**src/design/tqsd_pkg.sv**
```systemverilog
`timescale 1ns / 1ps

package tqsd_pkg;

    localparam int QUEUE_DEPTH = 16;
    localparam int INDEX_BITS  = 16;
    localparam int TIME_BITS   = 32;
    localparam int HEAD_BITS   = $clog2(QUEUE_DEPTH);
    localparam int CNT_BITS    = $clog2(QUEUE_DEPTH + 1);

    localparam logic [1:0] USE_IDLE  = 2'd0;
    localparam logic [1:0] USE_ENTER = 2'd1;
    localparam logic [1:0] USE_EXIT  = 2'd2;

    localparam logic ACT_ARRIVE = 1'b0;
    localparam logic ACT_FLUSH  = 1'b1;

    localparam logic DIR_ENTER = 1'b0;
    localparam logic DIR_EXIT  = 1'b1;

    typedef struct packed {
        logic                  action;
        logic [TIME_BITS-1:0]  arrival_time;
        logic                  direction;
        logic [INDEX_BITS-1:0] person_index;
    } t_cmd;

    typedef struct packed {
        logic [INDEX_BITS-1:0] granted_index;
        logic [TIME_BITS-1:0]  cross_time;
        logic                  granted_direction;
        logic                  overflow;
        logic                  last;
    } t_res;

endpackage

```
**src/design/tqsd_cmd_fifo.sv**
```systemverilog
`timescale 1ns / 1ps

module tqsd_cmd_fifo (
    input  logic          i_clk,
    input  logic          i_rst_n,
    input  logic          i_wr,
    input  tqsd_pkg::t_cmd i_wdata,
    output logic          o_full,
    input  logic          i_rd,
    output tqsd_pkg::t_cmd o_rdata,
    output logic          o_empty
);

    tqsd_pkg::t_cmd r_mem [2];
    logic           r_wptr;
    logic           r_rptr;
    logic [1:0]     r_cnt;
    logic           wr_en;
    logic           rd_en;

    assign o_full  = (r_cnt == 2'd2);
    assign o_empty = (r_cnt == 2'd0);
    assign wr_en   = i_wr && !o_full;
    assign rd_en   = i_rd && !o_empty;
    assign o_rdata = r_mem[r_rptr];

    always_ff @(posedge i_clk) begin
        if (wr_en) begin
            r_mem[r_wptr] <= i_wdata;
        end
    end

    always_ff @(posedge i_clk) begin
        if (!i_rst_n) begin
            r_wptr <= 1'b0;
            r_rptr <= 1'b0;
            r_cnt  <= 2'd0;
        end else begin
            if (wr_en) begin
                r_wptr <= !r_wptr;
            end
            if (rd_en) begin
                r_rptr <= !r_rptr;
            end
            case ({wr_en, rd_en})
                2'b10:   r_cnt <= r_cnt + 2'd1;
                2'b01:   r_cnt <= r_cnt - 2'd1;
                default: r_cnt <= r_cnt;
            endcase
        end
    end

endmodule

```
**src/design/tqsd_res_fifo.sv**
```systemverilog
`timescale 1ns / 1ps

module tqsd_res_fifo (
    input  logic          i_clk,
    input  logic          i_rst_n,
    input  logic          i_wr,
    input  tqsd_pkg::t_res i_wdata,
    output logic          o_full,
    input  logic          i_rd,
    output tqsd_pkg::t_res o_rdata,
    output logic          o_empty
);

    tqsd_pkg::t_res r_mem [2];
    logic           r_wptr;
    logic           r_rptr;
    logic [1:0]     r_cnt;
    logic           wr_en;
    logic           rd_en;

    assign o_full  = (r_cnt == 2'd2);
    assign o_empty = (r_cnt == 2'd0);
    assign wr_en   = i_wr && !o_full;
    assign rd_en   = i_rd && !o_empty;
    assign o_rdata = r_mem[r_rptr];

    always_ff @(posedge i_clk) begin
        if (wr_en) begin
            r_mem[r_wptr] <= i_wdata;
        end
    end

    always_ff @(posedge i_clk) begin
        if (!i_rst_n) begin
            r_wptr <= 1'b0;
            r_rptr <= 1'b0;
            r_cnt  <= 2'd0;
        end else begin
            if (wr_en) begin
                r_wptr <= !r_wptr;
            end
            if (rd_en) begin
                r_rptr <= !r_rptr;
            end
            case ({wr_en, rd_en})
                2'b10:   r_cnt <= r_cnt + 2'd1;
                2'b01:   r_cnt <= r_cnt - 2'd1;
                default: r_cnt <= r_cnt;
            endcase
        end
    end

endmodule

```
**src/design/tqsd_engine.sv**
```systemverilog
`timescale 1ns / 1ps

module tqsd_engine (
    input  logic           i_clk,
    input  logic           i_rst_n,
    input  logic           i_cmd_valid,
    input  tqsd_pkg::t_cmd i_cmd,
    output logic           o_cmd_pop,
    input  logic           i_res_full,
    output logic           o_res_wr,
    output tqsd_pkg::t_res o_res
);

    logic [tqsd_pkg::INDEX_BITS-1:0] r_enter_q [tqsd_pkg::QUEUE_DEPTH];
    logic [tqsd_pkg::INDEX_BITS-1:0] r_exit_q  [tqsd_pkg::QUEUE_DEPTH];
    logic [tqsd_pkg::HEAD_BITS-1:0]  r_ehead;
    logic [tqsd_pkg::HEAD_BITS-1:0]  r_xhead;
    logic [tqsd_pkg::CNT_BITS-1:0]   r_ecnt;
    logic [tqsd_pkg::CNT_BITS-1:0]   r_xcnt;
    logic [tqsd_pkg::TIME_BITS-1:0]  r_cur;
    logic [1:0]                      r_last_use;

    logic                            any_wait;
    logic                            is_early;
    logic                            take_exit;
    logic [tqsd_pkg::INDEX_BITS-1:0] head_data;
    logic [tqsd_pkg::CNT_BITS-1:0]   ecnt_after;
    logic [tqsd_pkg::CNT_BITS-1:0]   xcnt_after;
    logic                            after_wait;
    logic                            ovf_after;
    logic                            ovf_now;
    logic [tqsd_pkg::TIME_BITS-1:0]  cur_inc;
    logic                            go;
    logic                            do_grant;
    logic                            do_finish;
    logic                            do_drop;
    logic                            grant_last;
    logic [tqsd_pkg::CNT_BITS:0]     ecnt_sum;
    logic [tqsd_pkg::CNT_BITS:0]     xcnt_sum;
    logic [tqsd_pkg::HEAD_BITS-1:0]  etail;
    logic [tqsd_pkg::HEAD_BITS-1:0]  xtail;
    logic [tqsd_pkg::HEAD_BITS-1:0]  ehead_inc;
    logic [tqsd_pkg::HEAD_BITS-1:0]  xhead_inc;

    localparam logic [tqsd_pkg::CNT_BITS-1:0] FULL_CNT =
        tqsd_pkg::CNT_BITS'(tqsd_pkg::QUEUE_DEPTH);
    localparam logic [tqsd_pkg::CNT_BITS:0] WRAP_SUM =
        (tqsd_pkg::CNT_BITS + 1)'(tqsd_pkg::QUEUE_DEPTH);
    localparam logic [tqsd_pkg::HEAD_BITS-1:0] LAST_SLOT =
        tqsd_pkg::HEAD_BITS'(tqsd_pkg::QUEUE_DEPTH - 1);

    always_comb begin
        any_wait   = (r_ecnt != '0) || (r_xcnt != '0);
        is_early   = (r_cur < i_cmd.arrival_time);
        take_exit  = (r_xcnt != '0) && ((r_ecnt == '0) || (r_last_use != tqsd_pkg::USE_ENTER));
        head_data  = take_exit ? r_exit_q[r_xhead] : r_enter_q[r_ehead];
        ecnt_after = take_exit ? r_ecnt : r_ecnt - tqsd_pkg::CNT_BITS'(1);
        xcnt_after = take_exit ? r_xcnt - tqsd_pkg::CNT_BITS'(1) : r_xcnt;
        after_wait = (ecnt_after != '0) || (xcnt_after != '0);
        ovf_after  = ((i_cmd.direction == tqsd_pkg::DIR_EXIT) ? xcnt_after : ecnt_after)
                     == FULL_CNT;
        ovf_now    = ((i_cmd.direction == tqsd_pkg::DIR_EXIT) ? r_xcnt : r_ecnt) == FULL_CNT;
        cur_inc    = r_cur + tqsd_pkg::TIME_BITS'(1);

        go        = i_cmd_valid && !i_res_full;
        do_grant  = go && any_wait && ((i_cmd.action == tqsd_pkg::ACT_FLUSH) || is_early);
        do_finish = go && (i_cmd.action == tqsd_pkg::ACT_ARRIVE) && !(any_wait && is_early);
        do_drop   = go && (i_cmd.action == tqsd_pkg::ACT_FLUSH) && !any_wait;

        if (i_cmd.action == tqsd_pkg::ACT_FLUSH) begin
            grant_last = !after_wait;
        end else begin
            grant_last = (!after_wait || (cur_inc == i_cmd.arrival_time)) && !ovf_after;
        end

        ecnt_sum  = {1'b0, tqsd_pkg::CNT_BITS'(r_ehead)} + {1'b0, r_ecnt};
        xcnt_sum  = {1'b0, tqsd_pkg::CNT_BITS'(r_xhead)} + {1'b0, r_xcnt};
        etail     = (ecnt_sum >= WRAP_SUM) ? tqsd_pkg::HEAD_BITS'(ecnt_sum - WRAP_SUM)
                                           : tqsd_pkg::HEAD_BITS'(ecnt_sum);
        xtail     = (xcnt_sum >= WRAP_SUM) ? tqsd_pkg::HEAD_BITS'(xcnt_sum - WRAP_SUM)
                                           : tqsd_pkg::HEAD_BITS'(xcnt_sum);
        ehead_inc = (r_ehead == LAST_SLOT) ? '0 : r_ehead + tqsd_pkg::HEAD_BITS'(1);
        xhead_inc = (r_xhead == LAST_SLOT) ? '0 : r_xhead + tqsd_pkg::HEAD_BITS'(1);

        o_cmd_pop = do_finish || do_drop ||
                    (do_grant && (i_cmd.action == tqsd_pkg::ACT_FLUSH) && !after_wait);
        o_res_wr  = do_grant || (do_finish && ovf_now);

        if (do_grant) begin
            o_res.granted_index     = head_data;
            o_res.cross_time        = r_cur;
            o_res.granted_direction = take_exit;
            o_res.overflow          = 1'b0;
            o_res.last              = grant_last;
        end else begin
            o_res.granted_index     = i_cmd.person_index;
            o_res.cross_time        = '0;
            o_res.granted_direction = i_cmd.direction;
            o_res.overflow          = 1'b1;
            o_res.last              = 1'b1;
        end
    end

    always_ff @(posedge i_clk) begin
        if (do_finish && !ovf_now) begin
            if (i_cmd.direction == tqsd_pkg::DIR_EXIT) begin
                r_exit_q[xtail] <= i_cmd.person_index;
            end else begin
                r_enter_q[etail] <= i_cmd.person_index;
            end
        end
    end

    always_ff @(posedge i_clk) begin
        if (!i_rst_n) begin
            r_ehead    <= '0;
            r_xhead    <= '0;
            r_ecnt     <= '0;
            r_xcnt     <= '0;
            r_cur      <= '0;
            r_last_use <= tqsd_pkg::USE_IDLE;
        end else if (do_grant) begin
            r_cur <= cur_inc;
            if (take_exit) begin
                r_xhead    <= xhead_inc;
                r_xcnt     <= xcnt_after;
                r_last_use <= tqsd_pkg::USE_EXIT;
            end else begin
                r_ehead    <= ehead_inc;
                r_ecnt     <= ecnt_after;
                r_last_use <= tqsd_pkg::USE_ENTER;
            end
        end else if (do_finish) begin
            if (is_early) begin
                r_cur      <= i_cmd.arrival_time;
                r_last_use <= tqsd_pkg::USE_IDLE;
            end
            if (!ovf_now) begin
                if (i_cmd.direction == tqsd_pkg::DIR_EXIT) begin
                    r_xcnt <= r_xcnt + tqsd_pkg::CNT_BITS'(1);
                end else begin
                    r_ecnt <= r_ecnt + tqsd_pkg::CNT_BITS'(1);
                end
            end
        end
    end

    a_cnt_bound: assert property (@(posedge i_clk) disable iff (!i_rst_n)
        (r_ecnt <= FULL_CNT) && (r_xcnt <= FULL_CNT))
        else $error("queue fill beyond depth");

    a_grant_advance: assert property (@(posedge i_clk) disable iff (!i_rst_n)
        (o_res_wr && !o_res.overflow) |=> (r_cur == $past(cur_inc)))
        else $error("grant did not advance the second");

    a_ovf_full: assert property (@(posedge i_clk) disable iff (!i_rst_n)
        (o_res_wr && o_res.overflow) |->
        (((o_res.granted_direction == tqsd_pkg::DIR_EXIT) ? r_xcnt : r_ecnt) == FULL_CNT))
        else $error("overflow reported on a queue with room");

    a_sticky: assert property (@(posedge i_clk) disable iff (!i_rst_n)
        (do_grant && (r_ecnt != '0) && (r_xcnt != '0) && (r_last_use == tqsd_pkg::USE_ENTER))
        |-> !take_exit)
        else $error("enter lost a tie after an enter second");

    a_pop_needs_valid: assert property (@(posedge i_clk) disable iff (!i_rst_n)
        (o_cmd_pop || o_res_wr) |-> (i_cmd_valid && !i_res_full))
        else $error("engine acted without a request or result room");

endmodule

```
**src/design/two_queue_sticky_direction_arbiter_unit.sv**
```systemverilog
`timescale 1ns / 1ps

// Door arbiter for two FIFO classes, enter and exit, one grant per second.
// Requests go into a two-entry request queue; a grant engine serves one
// second per clock cycle and writes results into a two-entry result queue.
// An arrival first grants waiting requests while the current second is
// before its arrival time, then queues it (or reports overflow); a flush
// grants every waiting request, or is dropped when both queues are empty. The
// engine stalls whenever the result queue is full. No clearing pass after
// reset: the block takes requests as soon as reset is released.

module two_queue_sticky_direction_arbiter_unit (
    input  logic        i_clk,
    input  logic        i_rst_n,
    input  logic        push,
    output logic        full,
    input  logic        i_action,
    input  logic [31:0] i_arrival_time,
    input  logic        i_direction,
    input  logic [15:0] i_person_index,
    output logic        empty,
    input  logic        pop,
    output logic [15:0] o_granted_index,
    output logic [31:0] o_cross_time,
    output logic        o_granted_direction,
    output logic        o_overflow,
    output logic        o_last
);

    tqsd_pkg::t_cmd in_cmd;
    tqsd_pkg::t_cmd cmd;
    tqsd_pkg::t_res res;
    tqsd_pkg::t_res out_res;
    logic           cmd_empty;
    logic           cmd_pop;
    logic           res_full;
    logic           res_wr;

    assign in_cmd.action       = i_action;
    assign in_cmd.arrival_time = i_arrival_time;
    assign in_cmd.direction    = i_direction;
    assign in_cmd.person_index = i_person_index;

    tqsd_cmd_fifo u_cmd_fifo (
        .i_clk   (i_clk),
        .i_rst_n (i_rst_n),
        .i_wr    (push),
        .i_wdata (in_cmd),
        .o_full  (full),
        .i_rd    (cmd_pop),
        .o_rdata (cmd),
        .o_empty (cmd_empty)
    );

    tqsd_engine u_engine (
        .i_clk       (i_clk),
        .i_rst_n     (i_rst_n),
        .i_cmd_valid (!cmd_empty),
        .i_cmd       (cmd),
        .o_cmd_pop   (cmd_pop),
        .i_res_full  (res_full),
        .o_res_wr    (res_wr),
        .o_res       (res)
    );

    tqsd_res_fifo u_res_fifo (
        .i_clk   (i_clk),
        .i_rst_n (i_rst_n),
        .i_wr    (res_wr),
        .i_wdata (res),
        .o_full  (res_full),
        .i_rd    (pop),
        .o_rdata (out_res),
        .o_empty (empty)
    );

    assign o_granted_index     = out_res.granted_index;
    assign o_cross_time        = out_res.cross_time;
    assign o_granted_direction = out_res.granted_direction;
    assign o_overflow          = out_res.overflow;
    assign o_last              = out_res.last;

endmodule

```
**config.mk**
```make
export PLATFORM = sky130hd
export DESIGN_NAME = two_queue_sticky_direction_arbiter_unit
export DESIGN_NICKNAME = d
export VERILOG_FILES = /design/src/design/tqsd_pkg.sv /design/src/design/tqsd_cmd_fifo.sv /design/src/design/tqsd_res_fifo.sv /design/src/design/tqsd_engine.sv /design/src/design/two_queue_sticky_direction_arbiter_unit.sv
export SDC_FILE = /design/constraint.sdc
export NUM_CORES = 1
export LEC_CHECK = 0
export BUFFER_PORTS_ARGS = -buffer_cell sky130_fd_sc_hd__clkbuf_2
export CORE_ASPECT_RATIO = 0.5
export CORE_MARGIN = 2
export CORE_UTILIZATION = 54
export CTS_CLUSTER_DIAMETER = 60
export CTS_CLUSTER_SIZE = 25
export DETAILED_ROUTE_END_ITERATION = 12
export GPL_TIMING_DRIVEN = 0
export PLACE_DENSITY = 0.81
export REMOVE_ABC_BUFFERS = 1
export SETUP_SLACK_MARGIN = 0.02
export SLEW_MARGIN = 20
export SYNTH_ARGS = -nofsm -noshare
export SYNTH_HDL_FRONTEND = slang
export SYNTH_HIERARCHICAL = 1
export SYNTH_SLANG_ARGS = --single-unit
```
**constraint.sdc**
```tcl
create_clock -name i_clk -period 5 [get_ports i_clk]
set_input_delay 0.75 -clock i_clk [delete_from_list [all_inputs] [get_ports i_clk]]
set_output_delay 0.75 -clock i_clk [all_outputs]
set_load 0.01 [all_outputs]
```
Word level (Yosys, flattened, before mapping)
Memory sizes are Yosys's and may differ from the RTL's. A register that Yosys moved wholly into a read port is not among the register bits.
Index checks and enable logic that the tools add are counted.
Word-level totals
  register bits after elaboration: 60
  bits in writable memories: 714
  input bits: 54
  output and inout bits: 53
  word-level logic and storage cells: 156
  memories kept: 4
Memory list
  u_engine.r_enter_q: words 16, bits a word 16, read ports 1, clocked after memory_dff 1, wr ports 1, RTL line tqsd_engine.sv:14  | logic [tqsd_pkg::INDEX_BITS-1:0] r_enter_q [tqsd_pkg::QUEUE_DEPTH];
  u_engine.r_exit_q: words 16, bits a word 16, read ports 1, clocked after memory_dff 1, wr ports 1, RTL line tqsd_engine.sv:15  | logic [tqsd_pkg::INDEX_BITS-1:0] r_exit_q [tqsd_pkg::QUEUE_DEPTH];
  u_res_fifo.r_mem: words 2, bits a word 51, read ports 1, clocked after memory_dff 1, wr ports 1, RTL line tqsd_res_fifo.sv:14  | tqsd_pkg::t_res r_mem [2];
  u_cmd_fifo.r_mem: words 2, bits a word 50, read ports 1, clocked after memory_dff 1, wr ports 1, RTL line tqsd_cmd_fifo.sv:14  | tqsd_pkg::t_cmd r_mem [2];
Cells by class
  $add $sub $neg: 15
  $lt $le $gt $ge: 3
  equal/unequal tests: 16
  mux-type cells: 48
  bitwise gates (word level): 2
  reductions and logical operators: 56
Operator list (count)
  32-bit two-way mux: 3
  5-bit two-way mux: 14
  51-bit two-way mux: 1
  32-bit by 1-bit adder with 32-bit output (second input constant): 1
  32-bit == test: 1
  32-bit less-than comparator: 1
  4-bit two-way mux: 8
  5-bit nonzero test: 4
  1-bit logical AND: 18
  16-bit two-way mux: 1
  1-bit two-way mux: 15
  1-bit logical NOT: 13
  4-bit by 5-bit adder with 6-bit output: 2
  6-bit by 5-bit greater-or-equal comparator with 1-bit output (second input constant): 2
  5-bit by 1-bit adder with 5-bit output (second input constant): 2
  5-bit == test (second input constant): 2
  2-bit nonzero test: 5
  5-bit by 1-bit subtractor with 5-bit output (second input constant): 2
  4-bit by 1-bit adder with 4-bit output (second input constant): 2
  2-bit == test (second input constant): 4
  4-bit == test (second input constant): 2
  1-bit logical OR: 8
  2-bit two-way mux: 4
  2-bit case mux with 2 select lines: 2
  other kinds (11): 23

Depth between registers and ports, before layout
Gate-level depths: netlist of the first run.
  depth in word-level cells: 12
  mapped depth: 18
  gate-level depth less buffers: 16

By module
The synthesis of the first run kept the hierarchy.
By module, submodules not included
  tqsd_engine: times used 1, cells each 1543, area an instance 25379.3 sq um, sequential area each 16575.9 sq um
  tqsd_res_fifo: times used 1, cells each 185, area an instance 3902.5 sq um, sequential area each 3163.0 sq um
  tqsd_cmd_fifo: times used 1, cells each 182, area an instance 3831.2 sq um, sequential area each 3103.0 sq um
  two_queue_sticky_direction_arbiter_unit: times used 1, cells each 1, area an instance 3.8 sq um, sequential area each 0.0 sq um

Worst setup path before layout of the first run
Ideal clock, no wire load.
  path kind: reg2reg
  start point: reg with a tool-made name
  end point: mem u_engine/r_enter_q[10][0] (netlist bit), enable pin
  setup time: 0.430 ns
  data arrival time: 4.563 ns
  data required time: 4.570 ns
  setup slack: 0.007 ns
  stages on the path, launching flop included: 15
  path buffers: 4
  clock period less this slack: 4.993 ns
  cells stage by stage: dfxtp_1 > clkbuf_1 > buf_2 > mux2_2 > inv_1 > ha_1 > nor2b_1 > o211ai_1 > a2111o_1 > a31oi_4 > nor2_2 > or4b_4 > buf_6 > buf_6 > nor4_1
RTL lines (RTL line)
  end: declaration: tqsd_engine.sv:14

==> flow_metrics.tcl, run 1 <==
set metrics [dict create \
    drtIter0Drc 2079 \
    p_int_mw 11.96 \
    htreeDepth 2 \
    synthTopCellsByArea "edfxtp_1 (65%), mux4_2 (11%), dfxtp_1 (4.2%)" \
    via_count 18150 \
    grt_pass1_vias 17980 \
    ant_nets 0 \
    drc 0 \
    finalCriticalPeriod_ns 4.579 \
    power_density_nw_per_um2 488.5 \
    dpl_cell_area_um2 35230 \
    crit_path_end_kind "register" \
    fin_worst_skew_ns 0.03141 \
    syn_area_um2 33120 \
    grt-ovfl-total 0 \
    finalHoldViolations 0 \
    p_comb_frac 0.317 \
    switching_share 0.3269 \
    synth_edf_count 714 \
    synth_seq_area_share 0.6897 \
    pwr-share-clk 0.195 \
    crit_arrival_ns 4.92 \
    timing.final.max_slew_violations 0 \
    crit_end "u_res_fifo/r_mem[0][0]" \
    worstSetupPathType "reg -> reg" \
    yosys_most_used_dff "edfxtp_1" \
    track_usage 0.2344 \
    mostFrequentLayoutCells "edfxtp_1 (714), mux4_2 (160), clkbuf_2 (105), mux2_2 (103), nor2_1 (69)" \
    dieWidth_um 354.2 \
    core-area_um2 60860 \
    final_common_cell "edfxtp_1" \
    wl_per_cell_um 26.32 \
    setup_viol 0 \
    rr_endpoint "u_res_fifo/r_mem[0][0]" \
    postSynthAreaPerCell_um2 17.33 \
    grt_first_pass_wirelength_um 110600 \
    hp-class "in -> reg" \
    cts.clk_slew.worst_paths_ns 0.10 \
    clkLatencyLatePin_ns 0.60 \
    grt_max_degree 69 \
    dieArea_um2 63440 \
    tightest_slew_ns 1.151 \
    vdd_drop_max_v 0.0002874 \
    maxCapViolations 0 \
    multiInputGateArea_um2 9792 \
    async_flop_share 0 \
    start_util 0.5442 \
    rsz0062_at_grt "false" \
    p_seq_frac 0.489 \
    clockBufferDepth 3 \
    critPathMaxStageDelay_ns 0.69 \
    drive_above_1_share 0.2739 \
    ctsRootBufferMaster "clkbuf_16" \
    dp_hpwl_um 47280 \
    die_h_um 179.1 \
    fin_crit_sh 0.9159 \
    clock_sinks 784 \
    yosysWarnings 6 \
    boundaryPins 107 \
    r2r_slack_ns 0.42 \
    area_growth_pct 9.850 \
    leakage_nw 11.74 \
    synth_top_area_cell "edfxtp_1" \
    fmax_mhz 218.4 \
    cts_tree "yes" \
    p_sw_mw 5.808 \
    reg2reg_depth 15 \
    fin_area_um2 36380 \
    critical_path_peak_fanout 35 \
    finish.utilization 0.5978 \
    cts_buffers 38 \
    fillCellCount 4190 \
    cp.required_ns 5.34 \
    gp_congestion 0.8178 \
    slew_headroom 0.2316 \
    critPathSlowestCell "a211oi_4" \
    start_kind "register" \
    portBuffers 106 \
    wl_um 75750 \
    row_count 64 \
    critical_path.most_common_cell "buf_8" \
    path_cells "buf_12 > mux2_2 > inv_1 > ha_1 > a41oi_1 > o21ai_1 > a221oi_2 > nand2_1 > a211oi_4 > buf_8 > buf_8 > buf_8 > buf_6 > inv_2 > a211o_1" \
    synthCells 1911 \
    status "completed" \
    yosys_register_bits 784 \
    seqCellArea_um2 22870 \
    synth_top_area_frac 0.6474 \
    ys_types 75 \
    vias_per_cell 6.307 \
    first_pass_iters 8 \
    antenna_found_initial 2 \
    nets 2145 \
]
[power groups by stage]
stage,combinational (mW),sequential [mW],clock [mW]
2_1_floorplan,3.53,8.85,0
3_3_place_gp,4.75,9.12,0
3_5_place_dp,5.47,8.85,0
4_1_cts,5.54,8.71,3.51
5_1_grt,6.06,8.75,3.70
6_report,5.63,8.68,3.46
[how the worst min path moves through the flow]
stage | startpoint | endpoint | cells after the start
finish | i_person_index[15] | u_cmd_fifo/r_mem[1][15] | 1
global route | i_person_index[15] | u_cmd_fifo/r_mem[1][15] | 1
CTS | i_person_index[4] | u_cmd_fifo/r_mem[0][4] | 1
detailed placement | u_engine/r_last_use[0] | u_engine/r_last_use[0] | 2
global placement | u_cmd_fifo/r_wptr | u_cmd_fifo/r_wptr | 2
floorplan | u_engine/r_last_use[0] | u_engine/r_last_use[0] | 2
[registers in the layout, indices dropped and copies added, names as in the netlist, named ones only]
register             count
u_engine/r_enter_q     256
u_res_fifo/r_wptr        1
u_cmd_fifo/r_cnt         2
u_res_fifo/r_mem       102
u_engine/r_exit_q      256
u_res_fifo/r_cnt         2
u_res_fifo/r_rptr        1
u_cmd_fifo/r_wptr        1
u_engine/r_ehead         4
u_engine/r_xhead         4
u_engine/r_last_use      2
u_engine/r_xcnt          5
u_engine/r_cur          32
u_cmd_fifo/r_mem       100
u_cmd_fifo/r_rptr        1
u_engine/r_ecnt          5
[metrics by stage]
step | setup TNS, ns | worst slack, ns | power (mW) | hold WS (ns) | cells
5_1_grt | 0 | 0.1859 | 18.51 | 0.3349 | 2877
6_report | 0 | 0.4206 | 17.77 | 0.3499 | 2878
3_5_place_dp | 0 | 0.08988 | 14.32 | 0.4716 | 2820
3_3_place_gp | -2648.72 | -9.024 | 13.87 | 0.4645 | 2746
4_1_cts | 0 | 0.04644 | 17.77 | 0.3269 | 2872
2_1_floorplan | -473.02 | -2.994 | 12.38 | 0.4439 | 1815
[logic make-up (layout without fill, tap and decap cells)]
group / count (synthesis) / after routing / synth area share
flip-flops: 784 / 784 / 0.6897
AO/OA/AOI/OAI: 211 / 211 / 0.04167
multiplexers: 287 / 287 / 0.1511
other: 0 / 1 / 0
buffers and inverters: 158 / 299 / 0.01991
adder cells (fa/ha/maj): 51 / 51 / 0.01972
XOR/XNOR: 75 / 75 / 0.01984
AND/OR/NAND/NOR: 345 / 345 / 0.05803
[critical path, delay by kind of cell, from the launching register on]
| family | cells | cell delay (ns) |
|---|---|---|
| adders and majority gates | 1 | 0.29 |
| buffers and inverters | 7 | 1.32 |
| DFF | 1 | 0.37 |
| AOI/OAI and AO/OA | 5 | 1.65 |
| and+or+nand+nor | 1 | 0.26 |
| muxes | 1 | 0.40 |
[per-layer routing]
metal | part of all wire | GRT usage | vias to the layer above
met5 | 0.00015 | 0 | -
met4 | 0.037 | 0.08563 | 2
met3 | 0.088 | 0.03827 | 166
met2 | 0.50 | 0.4027 | 967
met1 | 0.38 | 0.3053 | 9231
li1 | - | - | 7785
[cell type report]
cell class	instances	area share
flip-flops and latches	784	0.6286
multi-input cells	969	0.2692
repair buffers	185	0.03739
well taps	825	0.02837
clock buffers	42	0.02655
inverters	62	0.006604
clock inverters	10	0.003233
diodes	1	0.00006879
[cell usage after synthesis, types with 22 or more instances]
master      n
mux2_2    103
nand4_1    22
a21oi_1    55
a21boi_0   26
ha_1       49
mux2i_1    24
edfxtp_1  714
and2_1     43
buf_2      28
mux4_2    160
o21ai_0    50
nand2_1    53
nand3_1    34
buf_1      23
inv_1      59
nor2_1     74
dfxtp_1    70
clkbuf_1   39
xnor2_1    53
xor2_1     22
[repair_timing]
| item | 4_1_cts | 5_1_grt |
|---|---|---|
| hold buffers | 0 | 0 |
| setup endpoints to repair | 0 | 122 |
| gates resized for setup | 0 | 3 |
| setup buffers | 0 | 5 |
Note: power is estimated with default switching activity, not from simulation.
==> inputs of run 2 (changes only) <==
- CORE_UTILIZATION: 54 -> 35
- PLACE_DENSITY: 0.81 -> 0.56
==> run 2 against run 1 <==
- die area increased by 53%
- fmax decreased by 5.1%
- wire length decreased by 0.81%
- largest power group unchanged
- clock skew increased by 0.0073 ns
- worst setup slack got worse by 0.24 ns
- combinational power increased by 1%
==> flow_metrics.tcl, run 2 (synthesized netlist as in run 1, its figures left out) <==
set metrics [dict create \
    gp_congestion 0.7974 \
    finalHoldViolations 0 \
    die_h_um 221.5 \
    rr_endpoint "u_engine/r_enter_q[2][10]" \
    track_usage 0.1542 \
    min_to "u_cmd_fifo/r_mem[0][3]" \
    start_util 0.3545 \
    ant_nets 0 \
    critical_path.most_common_cell "inv_1" \
    via_count 17190 \
    slew_headroom 0.2229 \
    use_met3 0.02038 \
    area_growth_pct 13.35 \
    setup_viol 0 \
    wl_per_cell_um 22.55 \
    reg2reg_depth 13 \
    nets 2152 \
    cts_hold_buf 0 \
    grt_first_pass_wirelength_um 113200 \
    dpl_cell_area_um2 35860 \
    critPathSlowestCell "or4b_4" \
    rsz0062_at_grt "true" \
    cts_tree "yes" \
    path_cells "buf_12 > mux2_2 > inv_1 > ha_1 > nand4_1 > nor4_1 > inv_1 > a31oi_4 > nor2_2 > or4b_4 > nor4_2 > buf_2 > buf_4" \
    min_path_cells 1 \
    dp_hpwl_um 49560 \
    met2_usage 0.2547 \
    cp.required_ns 5.34 \
    crit_arrival_ns 5.16 \
    cts.clk_slew.worst_paths_ns 0.10 \
    tightest_slew_ns 1.164 \
    setup_tns_ns 0 \
    maxCapViolations 0 \
    leakage_nw 12.05 \
    grt-ovfl-total 0 \
    drtIter0Drc 1319 \
    wl_um 75130 \
    vias_per_cell 5.162 \
    vdd_drop_max_v 0.0003057 \
    fin_crit_sh 0.9647 \
    crit_path_end_kind "register" \
    clkLatencyLatePin_ns 0.63 \
    fmax_mhz 207.3 \
    hp-class "in -> reg" \
    row_count 79 \
    power_density_nw_per_um2 496.7 \
    portBuffers 106 \
    worstSetupPathType "reg -> reg" \
    hp-start "i_person_index[3]" \
    dieWidth_um 439.0 \
    busiest_layer "met2" \
    r2r_slack_ns 0.18 \
    critical_path_peak_fanout 25 \
    core-area_um2 93410 \
    fin_worst_skew_ns 0.03870 \
    clock_sinks 784 \
    n_antenna_cell 0 \
    critPathMaxStageDelay_ns 0.69 \
    drc 0 \
    fin_area_um2 37540 \
    clockBufferDepth 3 \
    grt_pass1_vias 17540 \
    htreeDepth 2 \
    final_common_cell "edfxtp_1" \
    start_kind "register" \
    dieArea_um2 97250 \
    drive_above_1_share 0.2837 \
    reg.largest.list "u_engine/r_enter_q: 256 flops, u_engine/r_exit_q: 256 flops, u_res_fifo/r_mem: 102 flops" \
    cts_buffers 45 \
    ctsRootBufferMaster "clkbuf_16" \
    use_met1 0.2155 \
    timing.final.max_slew_violations 0 \
    cpLargestDelayFamily "simple AND/OR/NAND/NOR gates" \
    grt_max_degree 69 \
    mostFrequentLayoutCells "edfxtp_1 (714), mux4_2 (160), clkbuf_2 (105), mux2_2 (103), nor2_1 (69)" \
    finalCriticalPeriod_ns 4.823 \
    critical_path_buf_inv_count 5 \
    status "completed" \
    first_pass_iters 5 \
    antenna_found_initial 0 \
    boundaryPins 107 \
]
[run 2: cell count changes in the layout (fill, tap and decap cells not counted), moves of 4 or more]
cell and change:
nor4_2 -4, clkinv_8 +5, clkbuf_16 +9, buf_4 -5, nor4_4 +4, buf_16 +6
[run 2: what timing repair did]
action	CTS	global route
resized for setup	1	5
setup buffers	0	4
pin swaps	0	2
endpoints found under the setup margin	39	199
[run 2: power by group]
group | switching, mW | internal, mW
clock | 2.30 | 1.99
sequential | 0.379 | 8.27
combinational | 3.43 | 2.27
[run 2: final cells by class]
cell class | count | area [um2]
Fill cell | 8413 | 55870
Timing Repair Buffer | 185 | 1439
Multi-Input combinational cell | 969 | 9846
Clock inverter | 26 | 375.4
Clock buffer | 50 | 1197
Inverter | 62 | 237.7
Sequential cell | 784 | 22870
Tap cell | 1255 | 1570
[run 2: metal layers]
metal / vias up / part of all wire
li1: 7841 / -
met1: 8996 / 0.46
met2: 271 / 0.49
met3: 86 / 0.033
met4: 0 / 0.022
met5: - / 0
[run 2: worst max path at each step]
stage,startpoint,to,depth (start not counted)
global placement,register,u_engine/r_cur[24],11
global route,register,u_engine/r_enter_q[9][12],13
floorplan,register,u_engine/r_cur[24],11
CTS,register,u_engine/r_enter_q[13][15],14
detailed placement,register,u_engine/r_enter_q[5][12],13
finish,register,u_engine/r_enter_q[2][10],13
[run 2: per-stage QoR]
stage	setup slack (ns)	cells	hold WS [ns]	utilization	total power, mW
2_1_floorplan	-2.994	1815	0.4439	-	12.38
6_report	0.1766	3331	0.3040	0.4019	18.64
4_1_cts	-0.1647	3327	0.2568	0.4008	18.87
3_5_place_dp	-0.1363	3251	0.4719	0.3839	14.57
3_3_place_gp	-10.29	3176	0.4660	0.3725	14.22
5_1_grt	-0.009182	3331	0.2729	0.4019	19.65
[run 2: worst register-to-register path, stage by stage, from the launching register on]
cell and delay [ns]:
dfxtp_4 0.52, buf_12 0.26, mux2_2 0.43, inv_1 0.10, ha_1 0.17, nand4_1 0.18, nor4_1 0.40, inv_1 0.15
a31oi_4 0.30, nor2_2 0.10, or4b_4 0.69, nor4_2 0.68, buf_2 0.35, buf_4 0.22
